[config.mk]
export PLATFORM = sky130hd
export DESIGN_NAME = life_cellular_automaton_row_step
export DESIGN_NICKNAME = d
export VERILOG_FILES = /design/src/hdl/lca_pkg.sv /design/src/hdl/lca_lane.sv /design/src/hdl/lca_row_eval.sv /design/src/hdl/life_cellular_automaton_row_step.sv
export SDC_FILE = /design/constraint.sdc
export NUM_CORES = 2
export LEC_CHECK = 0
export ABC_AREA = 1
export ABC_CLOCK_PERIOD_IN_PS = 3900
export BUFFER_PORTS_ARGS = -buffer_cell sky130_fd_sc_hd__buf_4
export CORE_MARGIN = 5
export CORE_UTILIZATION = 32
export CTS_BUF_LIST = sky130_fd_sc_hd__clkbuf_2
export CTS_CLUSTER_SIZE = 10
export DETAILED_ROUTE_END_ITERATION = 8
export GPL_TIMING_DRIVEN = 0
export HOLD_SLACK_MARGIN = 0.03
export PLACE_DENSITY_LB_ADDON = 0.1
export SLEW_MARGIN = 20
export SYNTH_ARGS = -nofsm -noshare
export SYNTH_HDL_FRONTEND = slang
export SYNTH_SLANG_ARGS = --single-unit
[constraint.sdc]
create_clock -name aclk -period 3.9 [get_ports aclk]
set_clock_uncertainty 0.05 [all_clocks]
set_input_delay 0.78 -clock aclk [delete_from_list [all_inputs] [get_ports aclk]]
set_output_delay 0.78 -clock aclk [all_outputs]
set_load 0.1 [all_outputs]
[src/hdl/lca_pkg.sv]
// Shared constants, types and helper functions for the life automaton row stepper.
// No dependencies; every other file of the block imports this package.
package lca_pkg;

    localparam int ROW_W        = 64;
    localparam int MAX_WIDTH    = 64;
    localparam int CFG_W        = 7;
    localparam int LANE_COLS    = 8;
    localparam int NUM_LANES    = (MAX_WIDTH + LANE_COLS - 1) / LANE_COLS;
    localparam int PAD_W        = NUM_LANES * LANE_COLS + 2;
    localparam int NB_W         = 4;
    localparam int BIRTH_COUNT  = 3;
    localparam int SURVIVE_MIN  = 2;
    localparam int FIFO_DEPTH   = 4;
    localparam int FIFO_AW      = $clog2(FIFO_DEPTH);
    localparam int CNT_W        = $clog2(FIFO_DEPTH + 1);

    localparam logic [CFG_W-1:0] BOARD_WIDTH_RESET = CFG_W'(64);

    typedef logic [ROW_W-1:0] row_t;

    // Columns below the configured width and below MAX_WIDTH are live.
    function automatic row_t column_mask(input logic [CFG_W-1:0] width);
        row_t m;
        m = '0;
        for (int c = 0; c < ROW_W; c++) begin
            m[c] = (CFG_W'(c) < width) && (c < MAX_WIDTH);
        end
        return m;
    endfunction

endpackage

[src/hdl/lca_lane.sv]
// One lane of the row evaluator: applies the B3/S23 rule to LANE_COLS adjacent columns.
// Depends on lca_pkg. Each row slice carries one halo column on either side.
module lca_lane
    import lca_pkg::*;
(
    input  logic [LANE_COLS+1:0] up,
    input  logic [LANE_COLS+1:0] mid,
    input  logic [LANE_COLS+1:0] down,
    output logic [LANE_COLS-1:0] cells
);

    logic [NB_W-1:0] nb_count [LANE_COLS];

    always_comb begin
        for (int j = 0; j < LANE_COLS; j++) begin
            nb_count[j] = NB_W'(up[j]) + NB_W'(up[j+1]) + NB_W'(up[j+2])
                        + NB_W'(mid[j]) + NB_W'(mid[j+2])
                        + NB_W'(down[j]) + NB_W'(down[j+1]) + NB_W'(down[j+2]);
            cells[j] = (nb_count[j] == NB_W'(BIRTH_COUNT))
                     || (mid[j+1] && (nb_count[j] == NB_W'(SURVIVE_MIN)));
        end
    end

endmodule

[src/hdl/lca_row_eval.sv]
// Next-generation row evaluator: splits three rows across parallel lanes and merges the result.
// Depends on lca_pkg and lca_lane.
module lca_row_eval
    import lca_pkg::*;
(
    input  row_t up,
    input  row_t mid,
    input  row_t down,
    input  row_t mask,
    output row_t next_row
);

    logic [PAD_W-1:0]               up_pad;
    logic [PAD_W-1:0]               mid_pad;
    logic [PAD_W-1:0]               down_pad;
    logic [NUM_LANES*LANE_COLS-1:0] lane_out;

    // Padded bit i holds column i-1, so both board edges see dead neighbours.
    always_comb begin
        up_pad   = '0;
        mid_pad  = '0;
        down_pad = '0;
        up_pad[MAX_WIDTH:1]   = up[MAX_WIDTH-1:0];
        mid_pad[MAX_WIDTH:1]  = mid[MAX_WIDTH-1:0];
        down_pad[MAX_WIDTH:1] = down[MAX_WIDTH-1:0];
    end

    for (genvar l = 0; l < NUM_LANES; l++) begin : g_lane
        lca_lane u_lane (
            .up    (up_pad[l*LANE_COLS +: LANE_COLS+2]),
            .mid   (mid_pad[l*LANE_COLS +: LANE_COLS+2]),
            .down  (down_pad[l*LANE_COLS +: LANE_COLS+2]),
            .cells (lane_out[l*LANE_COLS +: LANE_COLS])
        );
    end

    // Merge the lanes and clear the dead columns.
    always_comb begin
        next_row = '0;
        next_row[MAX_WIDTH-1:0] = lane_out[MAX_WIDTH-1:0];
        next_row = next_row & mask;
    end

endmodule

[src/hdl/life_cellular_automaton_row_step.sv]
// Top level of the life automaton row stepper (B3/S23, dead cells beyond the board).
// Depends on lca_pkg and lca_row_eval.
//
// Usage: rows of the current generation are sent top to bottom on the s_ channel, one
// row per transfer, with s_last_row high on the bottom row. Each row after the first
// yields the next-generation row above it on the m_ channel; the bottom row yields the
// remaining two rows (or one, for a single-row board), the final one with
// m_end_of_board high. The block then starts afresh for the next board.
// The board width is written on the cfg channel (always ready); the user must write it
// only while the block is idle, which the block itself does not enforce. Columns at or
// beyond it are dead. Reset sets the width to 64 and clears the stored rows.
// Throughput: one row per cycle. All columns are evaluated at once by eight lanes of
// eight columns, so the only limit is the four-entry result queue: s_ready is high while
// it has room for two results. When the receiver stalls, results collect in the queue
// and s_ready falls once fewer than two entries are free; nothing is lost or reordered.
module life_cellular_automaton_row_step
    import lca_pkg::*;
(
    input  logic             aclk,
    input  logic             aresetn,
    input  logic             cfg_valid,
    output logic             cfg_ready,
    input  logic [CFG_W-1:0] cfg_board_width,
    input  logic             s_valid,
    output logic             s_ready,
    input  row_t             s_row_cells,
    input  logic             s_last_row,
    output logic             m_valid,
    input  logic             m_ready,
    output row_t             m_next_row_cells,
    output logic             m_end_of_board
);

    logic [CFG_W-1:0]   board_width_reg;
    row_t               row_above_reg;
    row_t               row_middle_reg;
    logic               middle_valid_reg;
    row_t               fifo_row_reg [FIFO_DEPTH];
    logic               fifo_eob_reg [FIFO_DEPTH];
    logic [FIFO_AW-1:0] wr_ptr_reg;
    logic [FIFO_AW-1:0] rd_ptr_reg;
    logic [CNT_W-1:0]   count_reg;
    logic [FIFO_AW-1:0] wr_ptr_next;
    logic [FIFO_AW-1:0] rd_ptr_next;
    logic [CNT_W-1:0]   count_next;

    row_t               mask;
    row_t               row_in;
    row_t               res_mid;
    row_t               res_last;
    logic               in_xfer;
    logic               out_xfer;
    logic [CNT_W-1:0]   push_cnt;
    logic [FIFO_AW-1:0] last_slot;

    assign cfg_ready = 1'b1;

    always_ff @(posedge aclk) begin
        if (!aresetn) begin
            board_width_reg <= BOARD_WIDTH_RESET;
        end else if (cfg_valid && cfg_ready) begin
            board_width_reg <= cfg_board_width;
        end
    end

    // Incoming bits in dead columns are cleared before they are stored or used.
    assign mask   = column_mask(board_width_reg);
    assign row_in = s_row_cells & mask;

    // The row above the incoming one, and the bottom row with a dead row below it.
    lca_row_eval u_eval_mid (
        .up       (row_above_reg),
        .mid      (row_middle_reg),
        .down     (row_in),
        .mask     (mask),
        .next_row (res_mid)
    );

    lca_row_eval u_eval_last (
        .up       (row_middle_reg),
        .mid      (row_in),
        .down     ('0),
        .mask     (mask),
        .next_row (res_last)
    );

    assign s_ready  = (count_reg <= CNT_W'(FIFO_DEPTH - 2));
    assign in_xfer  = s_valid && s_ready;
    assign m_valid  = (count_reg != '0);
    assign out_xfer = m_valid && m_ready;

    // A pending middle row gives one result; the bottom row gives one more.
    assign push_cnt  = in_xfer ? (CNT_W'(middle_valid_reg) + CNT_W'(s_last_row)) : '0;
    assign last_slot = wr_ptr_reg + FIFO_AW'(middle_valid_reg);

    always_comb begin
        wr_ptr_next = wr_ptr_reg + FIFO_AW'(push_cnt);
        rd_ptr_next = rd_ptr_reg + FIFO_AW'(out_xfer);
        count_next  = count_reg + push_cnt - CNT_W'(out_xfer);
    end

    always_ff @(posedge aclk) begin
        if (!aresetn) begin
            row_above_reg    <= '0;
            row_middle_reg   <= '0;
            middle_valid_reg <= 1'b0;
            wr_ptr_reg       <= '0;
            rd_ptr_reg       <= '0;
            count_reg        <= '0;
        end else begin
            wr_ptr_reg <= wr_ptr_next;
            rd_ptr_reg <= rd_ptr_next;
            count_reg  <= count_next;
            if (in_xfer) begin
                if (s_last_row) begin
                    // The board is complete, so the next row starts a new one.
                    row_above_reg    <= '0;
                    row_middle_reg   <= '0;
                    middle_valid_reg <= 1'b0;
                end else begin
                    row_above_reg    <= row_middle_reg;
                    row_middle_reg   <= row_in;
                    middle_valid_reg <= 1'b1;
                end
            end
        end
    end

    always_ff @(posedge aclk) begin
        if (in_xfer && middle_valid_reg) begin
            fifo_row_reg[wr_ptr_reg] <= res_mid;
            fifo_eob_reg[wr_ptr_reg] <= 1'b0;
        end
        if (in_xfer && s_last_row) begin
            fifo_row_reg[last_slot] <= res_last;
            fifo_eob_reg[last_slot] <= 1'b1;
        end
    end

    assign m_next_row_cells = fifo_row_reg[rd_ptr_reg];
    assign m_end_of_board   = fifo_eob_reg[rd_ptr_reg];

    // The queue never holds more results than it has entries.
    a_count_bound: assert property (@(posedge aclk) disable iff (!aresetn)
        count_reg <= CNT_W'(FIFO_DEPTH))
        else $error("result queue overfilled");

    // After the bottom row the stored rows are cleared for the next board.
    a_clear_after_last: assert property (@(posedge aclk) disable iff (!aresetn)
        (in_xfer && s_last_row) |=> (!middle_valid_reg && (row_middle_reg == '0)))
        else $error("row state not cleared after last row");

    // A middle row followed by another row must add exactly one result.
    a_one_push: assert property (@(posedge aclk) disable iff (!aresetn)
        (in_xfer && !s_last_row && middle_valid_reg && !out_xfer)
        |=> (count_reg == $past(count_reg) + CNT_W'(1)))
        else $error("result not queued for pending middle row");

endmodule
# After elaboration in Yosys (flattened, before gate mapping)
# Memory sizes are Yosys's and may differ from the RTL's. A register that Yosys moved wholly into a read port is not among the register bits.
# Cells that the tools add are included.
[op_classes]
n_mux = 10
n_eq_ne = 256
reduce_logical = 261
addsub = 698
bitwise_logic = 3
order_cmp = 65
[op_table]
columns = ["operator", "count"]
rows = [
  ["4-bit by 1-bit adder with 4-bit output", 343],
  ["4-bit by 2-bit equality test with 1-bit output (second input constant)", 254],
  ["3-bit by 1-bit adder with 4-bit output", 111],
  ["2-bit by 1-bit adder with 3-bit output", 112],
  ["1-bit by 1-bit adder with 2-bit output", 127],
  ["6-bit by 7-bit < comparator with 1-bit output (first input constant)", 32],
  ["64-bit bitwise AND", 3],
  ["1-bit logical AND", 132],
  ["1-bit logical OR", 128],
  ["64-bit 2-to-1 mux", 2],
  ["5-bit by 7-bit < comparator with 1-bit output (first input constant)", 16],
  ["4-bit by 7-bit < comparator with 1-bit output (first input constant)", 8],
  ["3-bit by 7-bit < comparator with 1-bit output (first input constant)", 4],
  ["1-bit by 7-bit < comparator with 1-bit output (first input constant)", 2],
  ["2-bit by 7-bit < comparator with 1-bit output (first input constant)", 2],
  ["3-bit by 2-bit equality test with 1-bit output (second input constant)", 2],
  ["1-bit 2-to-1 mux", 5],
  ["2-bit by 1-bit adder with 2-bit output", 2],
  ["2-bit 2-to-1 mux", 2],
  ["3-bit adder", 1],
  ["3-bit by 2-bit less-or-equal comparator with 1-bit output (second input constant)", 1],
  ["3-bit 2-to-1 mux", 1],
  ["3-bit nonzero test", 1],
  ["3-bit by 1-bit subtractor with 3-bit output", 1],
  ["2-bit adder", 1],
]
[totals]
register_bits = 143
mem_count = 2
inputBits = 77
ramBits = 260
out_inout_bits = 68
wordCells = 1302
[mem_list]
columns = ["memory", "words", "width", "read_ports", "rd_ports_with_merged_regs", "write_ports", "line", "source"]
rows = [
  ["fifo_row_reg", 4, 64, 1, 1, 2, "life_cellular_automaton_row_step.sv:38", "row_t fifo_row_reg [FIFO_DEPTH];"],
  ["fifo_eob_reg", 4, 1, 1, 1, 2, "life_cellular_automaton_row_step.sv:39", "logic fifo_eob_reg [FIFO_DEPTH];"],
]

# Logic depth before layout (Yosys ltp)
[logic_depth]
word_depth = 11
mapped_depth = 20
depth_no_buf = 19

# Hierarchy
# From an unflattened synthesis, not the netlist that was laid out.
[unflattened]
hier_cells = 5034
area_unflattened_um2 = 41675.0
[by_module_without_submodules]
columns = ["module", "area_per_inst_um2", "instances", "cells_each", "seq_area_each_um2"]
rows = [
  ["life_cellular_automaton_row_step", 18710.4, 1, 2176, 10630.2],
  ["lca_lane (u_eval_last.g_lane[0].u_lane ...)", 1378.8, 9, 164, 0.0],
  ["lca_lane (u_eval_last.g_lane[3].u_lane ...)", 1368.8, 5, 160, 0.0],
  ["lca_lane (u_eval_last.g_lane[4].u_lane ...)", 1371.3, 2, 162, 0.0],
  ["lca_row_eval", 484.2, 2, 129, 0.0],
]

# Least setup slack after synthesis
# No wires, ideal clock.
[synth_timing]
path_kind = "reg2reg"
start = "register board_width_reg[6]"
end = "memory fifo_row_reg[0][3] (netlist name) (data pin)"
synth_period_minus_slack_ns = 3.738
t_required_ns = 3.719
n_path_buf = 2
path_stages_with_launch = 19
setup_slack_ns = 0.162
arrival_time_ns = 3.557
setup_time_ns = 0.131
path_cell_list = "dfxtp_1 -> buf_4 -> nor2_4 -> nand2_1 -> buf_4 -> nor2_1 -> inv_1 -> nand2_2 -> inv_1 -> fa_1 -> inv_1 -> fa_1 -> inv_1 -> ha_1 -> fa_1 -> o211ai_1 -> nor3_1 -> nand2_1 -> nand2_1"
[synth_rtl]
columns = ["element", "line", "source"]
rows = [
  ["from (decl)", "life_cellular_automaton_row_step.sv:34", "logic [CFG_W-1:0] board_width_reg;"],
  ["from (signal assigned)", "life_cellular_automaton_row_step.sv:62", "board_width_reg <= cfg_board_width;"],
  ["to (decl)", "life_cellular_automaton_row_step.sv:38", ""],
]

==> impl_metrics.toml <==
[placement]
dp_hpwl_mm = 101
io_buffers = 143
place.gp.congestion = 0.844

[floorplanning]
die_h_um = 340
die_area_um2 = 115000
start_util_pct = 32.1
std_cell_rows = 121
io_pins = 145
core-area_um2 = 108000
die-width_um = 340

[final_layout]
drive_gt1_share_pct = 23.9
largest_reg_flops = 256
fillCellCount = 10961
syn_to_final_growth_pct = 30.4
nNetsFinal = 5425
finalCoreUtilization_pct = 41.8

[cts]
cts.sinks = 403
clkSlewWorstSetupHoldPaths_ns = 0.11
insertion_delay_ns = 1.30
numCtsBuffers = 120
root_buffer = "clkbuf_2"
tritoncts = "done"
clockBufferDepth = 3
cts_max_level = 3

[setup_path]
critPathTopFamily = "adder cells"
slowest_delay_ns = 0.52
crit_path_max_fanout = 6
cpMostUsedCell = "fa_1"
cp.depth = 20
critPathLaunchType = "flop"
critPathBufInv = 8
critPathKind = "reg2reg"
r2r_cells = 20
cp-end-kind = "flop"
slowest_stage = "fa_1"
crit_chain = "buf_8 -> nor2_4 -> buf_12 -> nand2_8 -> buf_12 -> nor2_4 -> inv_2 -> nand2_4 -> inv_4 -> fa_1 -> inv_2 -> fa_1 -> inv_1 -> ha_2 -> fa_1 -> a31oi_1 -> nor3_2 -> buf_4 -> nand2_1 -> nand2_1"
required_ns = 4.81
cp.arrival_ns = 4.87

[yosys]
syn_area_um2 = 34800
ys_ff_latch = 403
ys_top_cells_by_area = "edfxtp_1 (22%), fa_1 (22%), nand2_1 (12%)"
netlist.top_cell.by_area = "edfxtp_1"
synth_nets = 4860
ys_seq_area_share_pct = 30.6
synth_edf_count = 256
synthCells = 4137
synthArstFlopShare_pct = 0
synth_most_common_cell = "nand2_1"
yosysWarnings = 0
synth_common_cells = "nand2_1 (1094), inv_1 (665), fa_1 (378)"
yosys.area.top_type_share_pct = 22.1
ys_types = 44
ys.flop_type = "edfxtp_1"
syn_avg_cell_area_um2 = 8.40

[sta]
setup_viol = 8
period_minus_slack_ns = 3.95
fmax_mhz = 253
finalWorstSetupSlack_ns = -0.0527
relSlewSlack_pct = 14.1
finalHoldViolations = 0
rsz0062_at_grt = "true"
drv_slew = 0
min_period_over_period_pct = 101
worst_slew_pin_slew_ns = 1.29

[power_and_ir_drop]
p_leak_nw = 20.7
ir_drop_mv = 0.614
power-per-cell-area_nw_per_um2 = 499
power.total_w = 0.0226

[global_route]
antenna_found_initial = 5
grt_max_degree = 41
grt_pass1_wl_mm = 202
grtUsageTotal_pct = 23.5
grt_pass1_vias = 29958
overflow = 0

[drt]
drc = 0
wirelength_mm = 139
vias = 30828
vias_per_cell = 4.96
final_antenna_net_count = 0
drtIter0Drc = 2548
drt_pass1_iterations = 6
wl_per_cell_um = 22.3

[flow_run]
maxCapViolations = 0

[run_status]
violations = "negative setup slack"
outcome = "finished with violations"

[worst_hold_path]
worstHoldPathCells = 4
hp-class = "in2reg"
-- per-stage QoR --
| step | hold slack (ns) | area (um^2) | setup WS, ns | TNS [ns] | instances |
|---|---|---|---|---|---|
| global route | 0.216 | 45300 | -0.195 | -11.99 | 6214 |
| CTS | 0.0956 | 42800 | -0.0743 | -0.511 | 6084 |
| detailed placement | 0.385 | 37800 | -2.20 | -340.12 | 5699 |
| global placement | 0.377 | 37600 | -2.54 | -879.57 | 5694 |
| floorplan | 0.363 | 34800 | 0.162 | 0 | 4137 |
| finish | 0.311 | 45300 | -0.0527 | -0.107 | 6214 |
-- final cells by class --
class	instances	area, um^2	area share, %
Antenna cell	1	2.50	0.00552
Inverter	673	2660	5.87
Clock inverter	45	186	0.411
Tap cell	1414	1770	3.90
Timing Repair Buffer	444	4530	10.0
Buffer	148	990	2.18
Sequential cell	403	10700	23.5
Multi-Input combinational cell	2912	23700	52.2
Clock buffer	174	871	1.92
-- worst register-to-register path, cell delays in order, from the launching register on --
cell	delay (ns)
dfxtp_2	0.34
buf_8	0.13
nor2_4	0.14
buf_12	0.17
nand2_8	0.09
buf_12	0.17
nor2_4	0.11
inv_2	0.06
nand2_4	0.07
inv_4	0.05
fa_1	0.52
inv_2	0.04
fa_1	0.47
inv_1	0.04
ha_2	0.17
fa_1	0.40
a31oi_1	0.26
nor3_2	0.06
buf_4	0.17
nand2_1	0.06
nand2_1	0.08
-- layout by cell type (no fill, tap or decap), types with 12 or more instances in the layout --
master	synthesis	final
inv_2	6	43
buf_8	0	28
nand3_1	193	157
nor2_4	7	51
clkinv_1	2	34
dfxtp_1	147	136
nand3_4	1	28
inv_1	665	603
o21ai_0	208	166
nand2_1	1094	990
ha_4	0	17
a31oi_1	13	12
a21oi_1	152	134
inv_4	0	16
buf_12	0	43
nor3_2	1	12
clkbuf_4	0	14
nor2_2	1	26
o21ai_1	2	31
nand2_2	5	47
buf_6	0	73
nand2_4	1	44
a21boi_2	0	15
nor2_1	366	297
o22ai_2	0	49
buf_4	7	233
edfxtp_1	256	256
clkbuf_2	0	194
nand2_8	0	19
dlygate4sd3_1	0	77
fa_1	378	367
clkbuf_1	86	42
ha_2	0	21
o211ai_1	64	64
ha_1	268	230
buf_2	51	44
-- logic make-up after synthesis --
| logic type | count (synthesis) | synth area share (%) |
|---|---|---|
| compound gates | 554 | 9.13 |
| xor+xnor | 5 | 0.126 |
| fa+ha+maj | 646 | 31.4 |
| buf+inv | 822 | 9.13 |
| flops | 403 | 30.6 |
| other cells | 1 | 0.0108 |
| simple gates | 1706 | 19.6 |
-- what timing repair did --
action	4_1_cts	5_1_grt
pin swaps	116	200
hold buffers	76	1
buffers inserted	89	127
endpoints found under the setup margin	318	237
gates cloned	1	2
resized for setup	630	402
hold endpoints to repair	151	1
-- power breakdown --
group	leakage [nW]	internal, W	switching [W]	total (W)
clock	0.819	0.00121	0.00218	0.00339
combinational	16.3	0.00412	0.00962	0.0137
sequential	3.57	0.00518	0.000289	0.00547
total	20.7	0.0105	0.0121	0.0226
-- metal layers --
metal	part of all wire (%)	track usage (%)	up-vias
met4	3.0	6.49	0
met3	6.7	3.39	233
met5	0	0	-
met2	46	38.3	1052
met1	44	32.9	15152
li1	-	-	14391
-- worst paths after layout --
check	from	end	slack, ns
hold / removal	s_row_cells[16]	row_middle_reg[16]	0.31
hold reg to reg	fifo_eob_reg[0]	fifo_eob_reg[0]	0.41
setup reg to reg	board_width_reg[6]	fifo_row_reg[1][3]	-0.05
setup / recovery	board_width_reg[6]	fifo_row_reg[1][3]	-0.05
(Power assumes the default switching activity.)
